[src/rtl/mip_chain_subresource_locator_assert.svh]
// Assertion macros for the mip chain subresource locator.
`ifndef MIP_CHAIN_SUBRESOURCE_LOCATOR_ASSERT_SVH
`define MIP_CHAIN_SUBRESOURCE_LOCATOR_ASSERT_SVH

// Checked on every clock edge outside reset.
`define MCSL_ASSERT(lbl, prop, msg) \
	lbl: assert property (@(posedge clk) disable iff (!arst_n) prop) else $error(msg);

// Checked on every clock edge, reset included.
`define MCSL_ASSERT_ALWAYS(lbl, prop, msg) \
	lbl: assert property (@(posedge clk) prop) else $error(msg);

`endif

[src/rtl/mcsl_pkg.sv]
// Types, codes and helper functions shared by the mip chain locator.
package mcsl_pkg;

	localparam int CFG_IDX_W  = 3;
	localparam int CFG_DATA_W = 15;

	localparam logic [CFG_IDX_W-1:0] CFG_TEXEL_BYTES     = 3'd0;
	localparam logic [CFG_IDX_W-1:0] CFG_BASE_WIDTH      = 3'd1;
	localparam logic [CFG_IDX_W-1:0] CFG_BASE_HEIGHT     = 3'd2;
	localparam logic [CFG_IDX_W-1:0] CFG_DEPTH_OR_LAYERS = 3'd3;
	localparam logic [CFG_IDX_W-1:0] CFG_MIP_COUNT       = 3'd4;
	localparam logic [CFG_IDX_W-1:0] CFG_TEXTURE_KIND    = 3'd5;

	localparam logic [1:0] KIND_PLAIN  = 2'd0;
	localparam logic [1:0] KIND_ARRAY  = 2'd1;
	localparam logic [1:0] KIND_VOLUME = 2'd2;

	localparam logic [1:0] STATUS_OK        = 2'd0;
	localparam logic [1:0] STATUS_BAD_MIP   = 2'd1;
	localparam logic [1:0] STATUS_BAD_SLICE = 2'd2;

	typedef struct packed {
		logic [3:0]  mip_level;
		logic [10:0] array_slice;
	} req_t;

	typedef struct packed {
		logic [47:0] byte_offset;
		logic [47:0] byte_size;
		logic [47:0] total_bytes;
		logic [1:0]  status;
	} rsp_t;

	typedef enum logic [2:0] {
		ST_IDLE,
		ST_ISSUE,
		ST_DRAIN,
		ST_SLICE,
		ST_FIN
	} state_t;

	typedef struct packed {
		logic       start;
		logic       issue;
		logic [3:0] level;
		logic       slice_mul;
		logic       load_out;
	} cmd_t;

	typedef struct packed {
		logic       busy;
		logic [3:0] mip_cnt;
	} sts_t;

	// max(base >> m, 1); a zero base also reads as one
	function automatic logic [14:0] dim15(logic [14:0] base, logic [3:0] m);
		logic [14:0] v;
		v = base >> m;
		return (v == 15'd0) ? 15'd1 : v;
	endfunction

	function automatic logic [11:0] dim12(logic [11:0] base, logic [3:0] m);
		logic [11:0] v;
		v = base >> m;
		return (v == 12'd0) ? 12'd1 : v;
	endfunction

endpackage

[src/rtl/mcsl_datapath.sv]
// Config registers, level size pipeline, accumulators and result register.
module mcsl_datapath import mcsl_pkg::*; #(
	parameter int MAX_MIPS = 15
) (
	input  logic                  clk,
	input  logic                  arst_n,
	input  logic                  cfg_we,
	input  logic [CFG_IDX_W-1:0]  cfg_index,
	input  logic [CFG_DATA_W-1:0] cfg_data,
	input  req_t                  req,
	input  cmd_t                  cmd,
	output sts_t                  sts,
	output rsp_t                  rsp
);

	localparam logic [4:0] MaxMips = 5'(MAX_MIPS);

	logic [4:0]  tb_q;
	logic [14:0] bw_q;
	logic [14:0] bh_q;
	logic [11:0] dol_q;
	logic [3:0]  mc_q;
	logic [1:0]  kind_q;

	logic [3:0]  mip_q;
	logic [10:0] slice_q;

	logic        vld_s1, vld_s2, vld_s3;
	logic [3:0]  lvl_s1, lvl_s2, lvl_s3;
	logic [19:0] p1_s1;
	logic [14:0] h_s1;
	logic [11:0] d_s1, d_s2;
	logic [34:0] plane_s2;
	logic [46:0] lb_s3;

	logic [34:0] plane_q;
	logic [11:0] pdep_q;
	logic [45:0] sp_q;
	logic [46:0] sz_q;
	logic [47:0] total_q;
	logic [47:0] off_q;

	logic [3:0]  eff_cnt;
	logic [11:0] lvl_depth;
	logic        is_vol;
	logic        is_arr;
	logic [1:0]  status_c;

	assign eff_cnt = ({1'b0, mc_q} < MaxMips) ? mc_q : MaxMips[3:0];
	assign is_vol  = (kind_q == KIND_VOLUME);
	assign is_arr  = (kind_q == KIND_ARRAY) || is_vol;
	assign lvl_depth = is_vol ? dim12(dol_q, cmd.level) : dol_q;

	assign sts.busy    = vld_s1 | vld_s2 | vld_s3;
	assign sts.mip_cnt = eff_cnt;

	always_comb begin
		if (mip_q >= eff_cnt) begin
			status_c = STATUS_BAD_MIP;
		end else if ({1'b0, slice_q} >= dol_q) begin
			status_c = STATUS_BAD_SLICE;
		end else begin
			status_c = STATUS_OK;
		end
	end

	always_ff @(posedge clk or negedge arst_n) begin
		if (!arst_n) begin
			tb_q   <= 5'd4;
			bw_q   <= 15'd1;
			bh_q   <= 15'd1;
			dol_q  <= 12'd1;
			mc_q   <= 4'd1;
			kind_q <= KIND_PLAIN;
		end else if (cfg_we) begin
			case (cfg_index)
				CFG_TEXEL_BYTES:     tb_q   <= cfg_data[4:0];
				CFG_BASE_WIDTH:      bw_q   <= cfg_data;
				CFG_BASE_HEIGHT:     bh_q   <= cfg_data;
				CFG_DEPTH_OR_LAYERS: dol_q  <= cfg_data[11:0];
				CFG_MIP_COUNT:       mc_q   <= cfg_data[3:0];
				CFG_TEXTURE_KIND:    kind_q <= cfg_data[1:0];
				default: ;
			endcase
		end
	end

	always_ff @(posedge clk or negedge arst_n) begin
		if (!arst_n) begin
			vld_s1 <= 1'b0;
			vld_s2 <= 1'b0;
			vld_s3 <= 1'b0;
		end else begin
			vld_s1 <= cmd.issue;
			vld_s2 <= vld_s1;
			vld_s3 <= vld_s2;
		end
	end

	// level size: texel * width, then * height, then * depth
	always_ff @(posedge clk) begin
		lvl_s1   <= cmd.level;
		p1_s1    <= 20'(tb_q) * 20'(dim15(bw_q, cmd.level));
		h_s1     <= dim15(bh_q, cmd.level);
		d_s1     <= lvl_depth;
		lvl_s2   <= lvl_s1;
		plane_s2 <= 35'(p1_s1) * 35'(h_s1);
		d_s2     <= d_s1;
		lvl_s3   <= lvl_s2;
		lb_s3    <= 47'(plane_s2) * 47'(d_s2);
	end

	always_ff @(posedge clk) begin
		if (cmd.start) begin
			mip_q   <= req.mip_level;
			slice_q <= req.array_slice;
			total_q <= 48'd0;
			off_q   <= 48'd0;
		end else if (vld_s3) begin
			total_q <= total_q + 48'(lb_s3);
			if (lvl_s3 < mip_q) begin
				off_q <= off_q + 48'(lb_s3);
			end
		end
		if (vld_s2 && lvl_s2 == mip_q) begin
			plane_q <= plane_s2;
			pdep_q  <= d_s2;
		end
		if (cmd.slice_mul) begin
			sp_q <= 46'(plane_q) * 46'(slice_q);
			sz_q <= 47'(plane_q) * 47'(is_vol ? pdep_q : 12'd1);
		end
		if (cmd.load_out) begin
			rsp.status      <= status_c;
			rsp.total_bytes <= total_q;
			if (status_c == STATUS_OK) begin
				rsp.byte_offset <= off_q + (is_arr ? 48'(sp_q) : 48'd0);
				rsp.byte_size   <= 48'(sz_q);
			end else begin
				rsp.byte_offset <= 48'd0;
				rsp.byte_size   <= 48'd0;
			end
		end
	end

endmodule

[src/rtl/mcsl_ctrl.sv]
// Sequencer: walks the mip levels through the datapath and hands off the word.
module mcsl_ctrl import mcsl_pkg::*; (
	input  logic clk,
	input  logic arst_n,
	input  logic req_valid,
	output logic req_stall,
	output logic rsp_valid,
	input  logic rsp_stall,
	input  sts_t sts,
	output cmd_t cmd
);

	state_t     state_q, state_d;
	logic [3:0] ctr_q, ctr_d;
	logic       out_vld_q;

	assign rsp_valid = out_vld_q;

	always_ff @(posedge clk or negedge arst_n) begin
		if (!arst_n) begin
			state_q   <= ST_IDLE;
			ctr_q     <= 4'd0;
			out_vld_q <= 1'b0;
		end else begin
			state_q <= state_d;
			ctr_q   <= ctr_d;
			if (cmd.load_out) begin
				out_vld_q <= 1'b1;
			end else if (!rsp_stall) begin
				out_vld_q <= 1'b0;
			end
		end
	end

	always_comb begin
		state_d       = state_q;
		ctr_d         = ctr_q;
		req_stall     = 1'b1;
		cmd.start     = 1'b0;
		cmd.issue     = 1'b0;
		cmd.level     = ctr_q;
		cmd.slice_mul = 1'b0;
		cmd.load_out  = 1'b0;
		case (state_q)
			ST_IDLE: begin
				req_stall = 1'b0;
				if (req_valid) begin
					cmd.start = 1'b1;
					ctr_d     = 4'd0;
					state_d   = ST_ISSUE;
				end
			end
			ST_ISSUE: begin
				if (ctr_q != sts.mip_cnt) begin
					cmd.issue = 1'b1;
					ctr_d     = ctr_q + 4'd1;
				end else begin
					state_d = ST_DRAIN;
				end
			end
			ST_DRAIN: begin
				if (!sts.busy) begin
					state_d = ST_SLICE;
				end
			end
			ST_SLICE: begin
				cmd.slice_mul = 1'b1;
				state_d       = ST_FIN;
			end
			ST_FIN: begin
				// wait while the previous word is still held downstream
				if (!(out_vld_q && rsp_stall)) begin
					cmd.load_out = 1'b1;
					state_d      = ST_IDLE;
				end
			end
			default: begin
				state_d = ST_IDLE;
			end
		endcase
	end

endmodule

[src/rtl/mip_chain_subresource_locator.sv]
// Top level of the mip chain subresource locator.
//
//   channel  signals                         direction  accepted when
//   req      req_valid req_stall req         in         req_valid & !req_stall
//   rsp      rsp_valid rsp_stall rsp         out        rsp_valid & !rsp_stall
//   cfg      cfg_we cfg_index cfg_data       in         cfg_we
//
// One request walks min(mip_count, MAX_MIPS) levels from accept to result: one level enters
// the three stage multiply pipeline per cycle, then drain, slice multiply and result load.
// req_stall is high from accept until the result is loaded.
// Reset clears the config registers to their defaults and the sequencer to idle; no
// clearing pass. A stalled result word holds; a new request may be taken while it waits.
module mip_chain_subresource_locator import mcsl_pkg::*; #(
	parameter int MAX_MIPS = 15
) (
	input  logic                  clk,
	input  logic                  arst_n,
	input  logic                  req_valid,
	output logic                  req_stall,
	input  req_t                  req,
	output logic                  rsp_valid,
	input  logic                  rsp_stall,
	output rsp_t                  rsp,
	input  logic                  cfg_we,
	input  logic [CFG_IDX_W-1:0]  cfg_index,
	input  logic [CFG_DATA_W-1:0] cfg_data
);

`include "mip_chain_subresource_locator_assert.svh"

	cmd_t cmd;
	sts_t sts;

	mcsl_ctrl u_ctrl (
		.clk       (clk),
		.arst_n    (arst_n),
		.req_valid (req_valid),
		.req_stall (req_stall),
		.rsp_valid (rsp_valid),
		.rsp_stall (rsp_stall),
		.sts       (sts),
		.cmd       (cmd)
	);

	mcsl_datapath #(
		.MAX_MIPS (MAX_MIPS)
	) u_dp (
		.clk       (clk),
		.arst_n    (arst_n),
		.cfg_we    (cfg_we),
		.cfg_index (cfg_index),
		.cfg_data  (cfg_data),
		.req       (req),
		.cmd       (cmd),
		.sts       (sts),
		.rsp       (rsp)
	);

	`MCSL_ASSERT(a_hold_after_accept, req_valid && !req_stall |=> req_stall, "request taken while busy")
	`MCSL_ASSERT(a_err_zero, rsp_valid && rsp.status != STATUS_OK |-> rsp.byte_offset == 48'd0 && rsp.byte_size == 48'd0, "error word carries nonzero offset or size")
	`MCSL_ASSERT(a_load_idle, cmd.load_out |=> !req_stall, "sequencer not idle after result load")
	`MCSL_ASSERT_ALWAYS(a_rst_quiet, !arst_n |=> !rsp_valid, "result valid during reset")

endmodule
[config.mk]
export PLATFORM = sky130hd
export DESIGN_NAME = mip_chain_subresource_locator
export DESIGN_NICKNAME = d
export VERILOG_FILES = /design/src/rtl/mcsl_pkg.sv /design/src/rtl/mcsl_datapath.sv /design/src/rtl/mcsl_ctrl.sv /design/src/rtl/mip_chain_subresource_locator.sv
export VERILOG_INCLUDE_DIRS = /design/src /design/src/rtl
export SDC_FILE = /design/constraint.sdc
export NUM_CORES = 2
export LEC_CHECK = 0
export ABC_CLOCK_PERIOD_IN_PS = 8300
export BUFFER_PORTS_ARGS = -buffer_cell sky130_fd_sc_hd__buf_2
export CAP_MARGIN = 20
export CORE_MARGIN = 1
export CORE_UTILIZATION = 55
export DETAILED_ROUTE_END_ITERATION = 10
export PLACE_DENSITY = 0.74
export SKIP_CTS_REPAIR_TIMING = 1
export SYNTH_ARGS = -nofsm -noshare
export SYNTH_HDL_FRONTEND = slang
export SYNTH_SLANG_ARGS = --single-unit
[constraint.sdc]
create_clock -name clk -period 8.3 [get_ports clk]
set_clock_uncertainty 0.1 [all_clocks]
set_input_delay 2.49 -clock clk [delete_from_list [all_inputs] [get_ports clk]]
set_output_delay 2.49 -clock clk [all_outputs]
set_load 0.05 [all_outputs]
Yosys cells after proc, flatten, opt, wreduce, memory -nomap -nowiden
Cells that the tools add are included.
- flip-flop bits (word level): 614
- input bits: 38
- add/sub/neg operators: 4
- multipliers: 5
- magnitude comparators: 4
- equal/unequal tests: 19
- shifts and indexed selects: 3
- multiplexer cells: 26
- bitwise gates (word level): 2
- reductions and logical operators: 19
- operator list (cell ; number):
    $add A48 B47 Y48 ; 2
    $add A48 B48 Y48 ; 1
    $mul A35 B12 Y47 ; 1
    $mul A35 B47 Y47 ; 1
    $mul A35 B11 Y46 ; 1
    $mux W46 ; 1
    $mux W12 ; 3
    $mul A20 B15 Y35 ; 1
    $logic_not A15 Y1 ; 2
    $shr A15 B4 Y15 ; 2
    $mul A5 B15 Y20 ; 1
    $mux W15 ; 1
    $pmux W3 S5 ; 1
    $reduce_and A2 Y1 ; 7
    $eq A3 B2 Y1 const B ; 4
    $ge A11 B12 Y1 ; 1
    $logic_not A12 Y1 ; 1
    $mux W3 ; 4
    $mux W4 ; 3
    $shr A12 B4 Y12 ; 1
    $mux W1 ; 10
    $eq A3 B3 Y1 const B ; 3
    $ne A2 B2 Y1 const B ; 4
    $pmux W4 S2 ; 1
    other kinds (19) ; 25

Logic depth before layout (Yosys ltp)
- depth after elaboration: 5
- depth in mapped cells: 29
- mapped depth without buffers: 27

By module
From an unflattened synthesis, not the netlist that was laid out.
- cell total of the unflattened synthesis: 8420
- area, all modules: 77921.0 sq um
- by module, submodules not included (module ; times used ; cells an instance ; area each (sq um) ; sequential area each (sq um)):
    mcsl_datapath ; 1 ; 8370 ; 77439.3 ; 15401.0
    mcsl_ctrl ; 1 ; 50 ; 481.7 ; 200.2

Least setup slack after synthesis
No wires, ideal clock.
- kind: in2reg
- start: input port rsp_stall
- end: register u_dp.rsp[0] (netlist name)
- library setup time: 0.697 ns
- data arrival time: 9.483 ns
- slack: -1.980 ns
- stages: 1
- buffers on the path: 0
- cell sequence: a21oi_1
- word-level cells in the longest chain between the ends: 3
- RTL lines (element ; RTL line ; RTL):
    start, declared ; mip_chain_subresource_locator.sv:22 ; input logic rsp_stall,
    $logic_and A1 B1 Y1 ; mcsl_ctrl.sv:72 ; if (!(out_vld_q && rsp_stall)) begin
    $mux W1 ; mcsl_ctrl.sv:72 ;
    $mux W1 ; mcsl_ctrl.sv:44 ; case (state_q)
No other way between the ends.
A chain may end at the register's enable or synchronous reset.

Final worst setup path
- start: register u_dp.kind_q[0]
- end: register u_dp.sz_q[45], data pin
- word-level cells in the longest chain between the ends: 3
- RTL lines (element ; RTL line ; RTL):
    start, declared ; mcsl_datapath.sv:23 ; logic [1:0] kind_q;
    start signal, assigned ; mcsl_datapath.sv:82 ; CFG_TEXTURE_KIND: kind_q <= cfg_data[1:0];
    $eq A2 B2 Y1 ; mcsl_datapath.sv:50 ; assign is_vol = (kind_q == KIND_VOLUME);
    $mux W12 ; mcsl_datapath.sv:131 ; sz_q <= 47'(plane_q) * 47'(is_vol ? pdep_q : 12'd1);
    $mul A35 B47 Y47 ; mcsl_datapath.sv:131 ;
    end signal, assigned ; mcsl_datapath.sv:131 ;
    end, declared ; mcsl_datapath.sv:39 ; logic [46:0] sz_q;
No other way between the ends.

==> impl_metrics.json <==
{
  "nFillCells": 12000,
  "cts_tree": "yes",
  "die_y_um": 379,
  "die_area_um2": 143000,
  "die_w_um": 379,
  "grt_max_degree": 67,
  "synth_flop_cell": "edfxtp_1",
  "final_cell_mix": "1429 x inv_1, 1262 x nand2_1, 1230 x fa_1, 568 x and2_1, 540 x ha_1",
  "fmax_ghz": 0.133,
  "yosys_warnings": 0,
  "worstPathRequired_ns": 8.62,
  "dp_hpwl_mm": 159,
  "finalSetupViolations": 0,
  "critical-path-top-delay-family": "adder cells",
  "critPathArrivalTime_ns": 7.82,
  "area_growth_syn_to_layout_pct": 6.31,
  "grt_pass1_vias": 60700,
  "clock_latency_ns": 0.72,
  "maxCapViolations": 0,
  "relSlewSlack": 0.193,
  "firstDrtPassIters": 6,
  "overflow": 0,
  "cts.sink_count": 613,
  "routed_wirelength_mm": 201,
  "cts_buffer_depth": 3,
  "hold_path_depth": 0,
  "syn_area_um2": 78000,
  "worstPathMaxFanout": 55,
  "post-route-period-util": 0.904,
  "grt_setup_unrepaired": "no",
  "cts-buffers-inserted": 73,
  "yosysSeqAreaShare": 0.200,
  "path_clk_slew_ns": 0.06,
  "final_max_slew_viol_count": 0,
  "yosysUniqueCellTypes": 106,
  "cts_htree_levels": 3,
  "setup_tns_ns": 0,
  "r2r-end": "u_dp.sz_q[45]",
  "yosysTopAreaCell": "fa_1",
  "worstMarginPinSlew_ns": 1.21,
  "final_common_cell": "inv_1",
  "min_to": "u_dp.d_s2[8]",
  "r2r_setup_slack_ns": 0.80,
  "drc": 0,
  "gp_congestion": 0.936,
  "synth_edf_count": 300,
  "root_buffer": "clkbuf_16",
  "regArea_um2": 15600,
  "drive_gt1_frac": 0.0637,
  "io_buffer_count": 184,
  "cp.depth": 25,
  "rows": 137,
  "cpPeakStageDelay_ns": 0.56,
  "syn_inst": 8455,
  "cp.buffers_inverters": 5,
  "ys_async_sr_fraction": 0.104,
  "track_usage": 0.287,
  "worstHoldStart": "u_dp.d_s1[8]",
  "worstSetupPathType": "reg -> reg",
  "viasPerCell": 5.68,
  "routedWlPerCell_um": 19.5,
  "status": "complete, no violations",
  "coreArea_um2": 140000,
  "min_path_type": "reg -> reg",
  "worst_setup_path_end_kind": "register",
  "nets": 10200,
  "worstReg2RegStart": "u_dp.kind_q[0]",
  "multi_input_area_um2": 55400,
  "ant_nets": 0,
  "grt_pass1_wl_mm": 322,
  "slowest_stage": "fa_1",
  "cp-start-kind": "register",
  "ys_ff_latch": 613,
  "syn-num-nets": 10300,
  "syn_avg_cell_area_um2": 9.23,
  "critical_path.most_common_cell": "fa_1",
  "finalCriticalPeriod_ns": 7.50,
  "timing.final.hold_violations": 0,
  "synthTopCellsByArea": "fa_1 32%, edfxtp_1 12%, ha_1 8.7%",
  "drtIter0Drc": 4321,
  "num_io_pins": 186,
  "antenna_found_initial": 14,
  "synth_top_area_share": 0.316,
  "r2r_cells": 25,
  "vias": 58600,
  "initial_utilization": 0.557
}
==> synth_stat cells (15+ instances only) <==
| library cell | instances |
|---|---|
| o21bai_1 | 58 |
| nand4_1 | 40 |
| dfxtp_1 | 249 |
| o211ai_1 | 21 |
| nand2_1 | 1263 |
| o22ai_1 | 15 |
| o21ai_0 | 174 |
| edfxtp_1 | 300 |
| nand2b_1 | 47 |
| a211oi_1 | 42 |
| mux2_2 | 59 |
| and3_1 | 153 |
| or3_1 | 20 |
| a31oi_1 | 39 |
| nor3_1 | 70 |
| xor2_1 | 99 |
| ha_1 | 541 |
| xnor2_1 | 183 |
| nand3_1 | 74 |
| o21a_1 | 42 |
| dfrtp_1 | 59 |
| nor2_1 | 289 |
| o21ai_1 | 23 |
| mux2i_1 | 78 |
| fa_1 | 1230 |
| and2_1 | 568 |
| inv_1 | 1429 |
| a21o_1 | 153 |
| a21oi_1 | 367 |
| clkbuf_1 | 406 |
| nor2b_1 | 109 |
==> worst register-to-register path, delay by kind of cell (launching register included) <==
family                   cells  cell delay [ns]
AO/OA/AOI/OAI                8             1.71
adder cells (fa/ha/maj)      7             3.28
buffers and inverters        5             0.42
flip-flops                   1             0.38
multiplexers                 1             0.24
AND/OR/NAND/NOR              4             1.11
==> final cells by class <==
cell class | count | share of cell area
well taps | 1876 | 0.0283
clock inverters | 40 | 0.00706
repair buffers | 277 | 0.0198
clock buffers | 94 | 0.0235
multi-input cells | 5977 | 0.668
inverters | 1432 | 0.0648
flip-flops and latches | 613 | 0.188
diodes | 8 | 0.000241
==> state kept, by name, summed over array words and instances, names as in the netlist, 15 cells and up <==
register and cells:
u_dp.lb_s3 47, u_dp.rsp 145, u_dp.plane_s2 35, u_dp.h_s1 15, u_dp.sp_q 46, u_dp.plane_q 35
u_dp.bw_q 15, u_dp.total_q 48, u_dp.sz_q 47, u_dp.bh_q 15, u_dp.off_q 48, u_dp.p1_s1 20
==> metrics by stage <==
stage / hold slack [ns] / cells / setup WS [ns] / cell area (µm²) / util
after detailed placement: 0.212 / 10200 / 0.981 / 80400 / 0.573
final: 0.222 / 10300 / 0.798 / 83000 / 0.592
after global placement: 0.211 / 10200 / 1.11 / 80400 / 0.573
after global routing: 0.230 / 10300 / 0.384 / 83000 / 0.592
after floorplan: 0.210 / 8455 / 1.30 / 78000 / -
after CTS: 0.225 / 10300 / 0.924 / 82900 / 0.591
==> worst max path at each step <==
stage,from,to,slack [ns]
3_5_place_dp,u_dp.kind_q[0],u_dp.sz_q[45],0.98
3_3_place_gp,u_dp.kind_q[0],u_dp.sz_q[45],1.11
6_report,u_dp.kind_q[0],u_dp.sz_q[45],0.80
2_1_floorplan,rsp_stall,u_dp.rsp[0],1.30
5_1_grt,u_dp.kind_q[0],u_dp.sz_q[45],0.38
4_1_cts,u_dp.kind_q[0],u_dp.sz_q[45],0.92
==> metal layers <==
metal | vias to the layer above | track usage | share of wire
met2 | 2259 | 0.477 | 0.48
met5 | - | 0 | 0.00041
met1 | 29400 | 0.365 | 0.40
met3 | 504 | 0.0564 | 0.084
met4 | 12 | 0.119 | 0.041
li1 | 26400 | - | -
==> cell families (layout without fill, tap and decap cells) <==
group           count (synthesis)  count (layout)  synth area share
compound gates               1074            1074            0.0891
xor+xnor                      282             282            0.0317
fa+ha+maj                    1771            1771             0.402
buf+inv                      1865            1843            0.0902
flops                         613             613             0.200
mux                           144             144            0.0205
other cells                     1               9         0.0000481
simple gates                 2705            2705             0.166
Power is left out: the tool's default activity adds up to more than one toggle a clock period on the data nets, which glitch-free logic cannot reach.
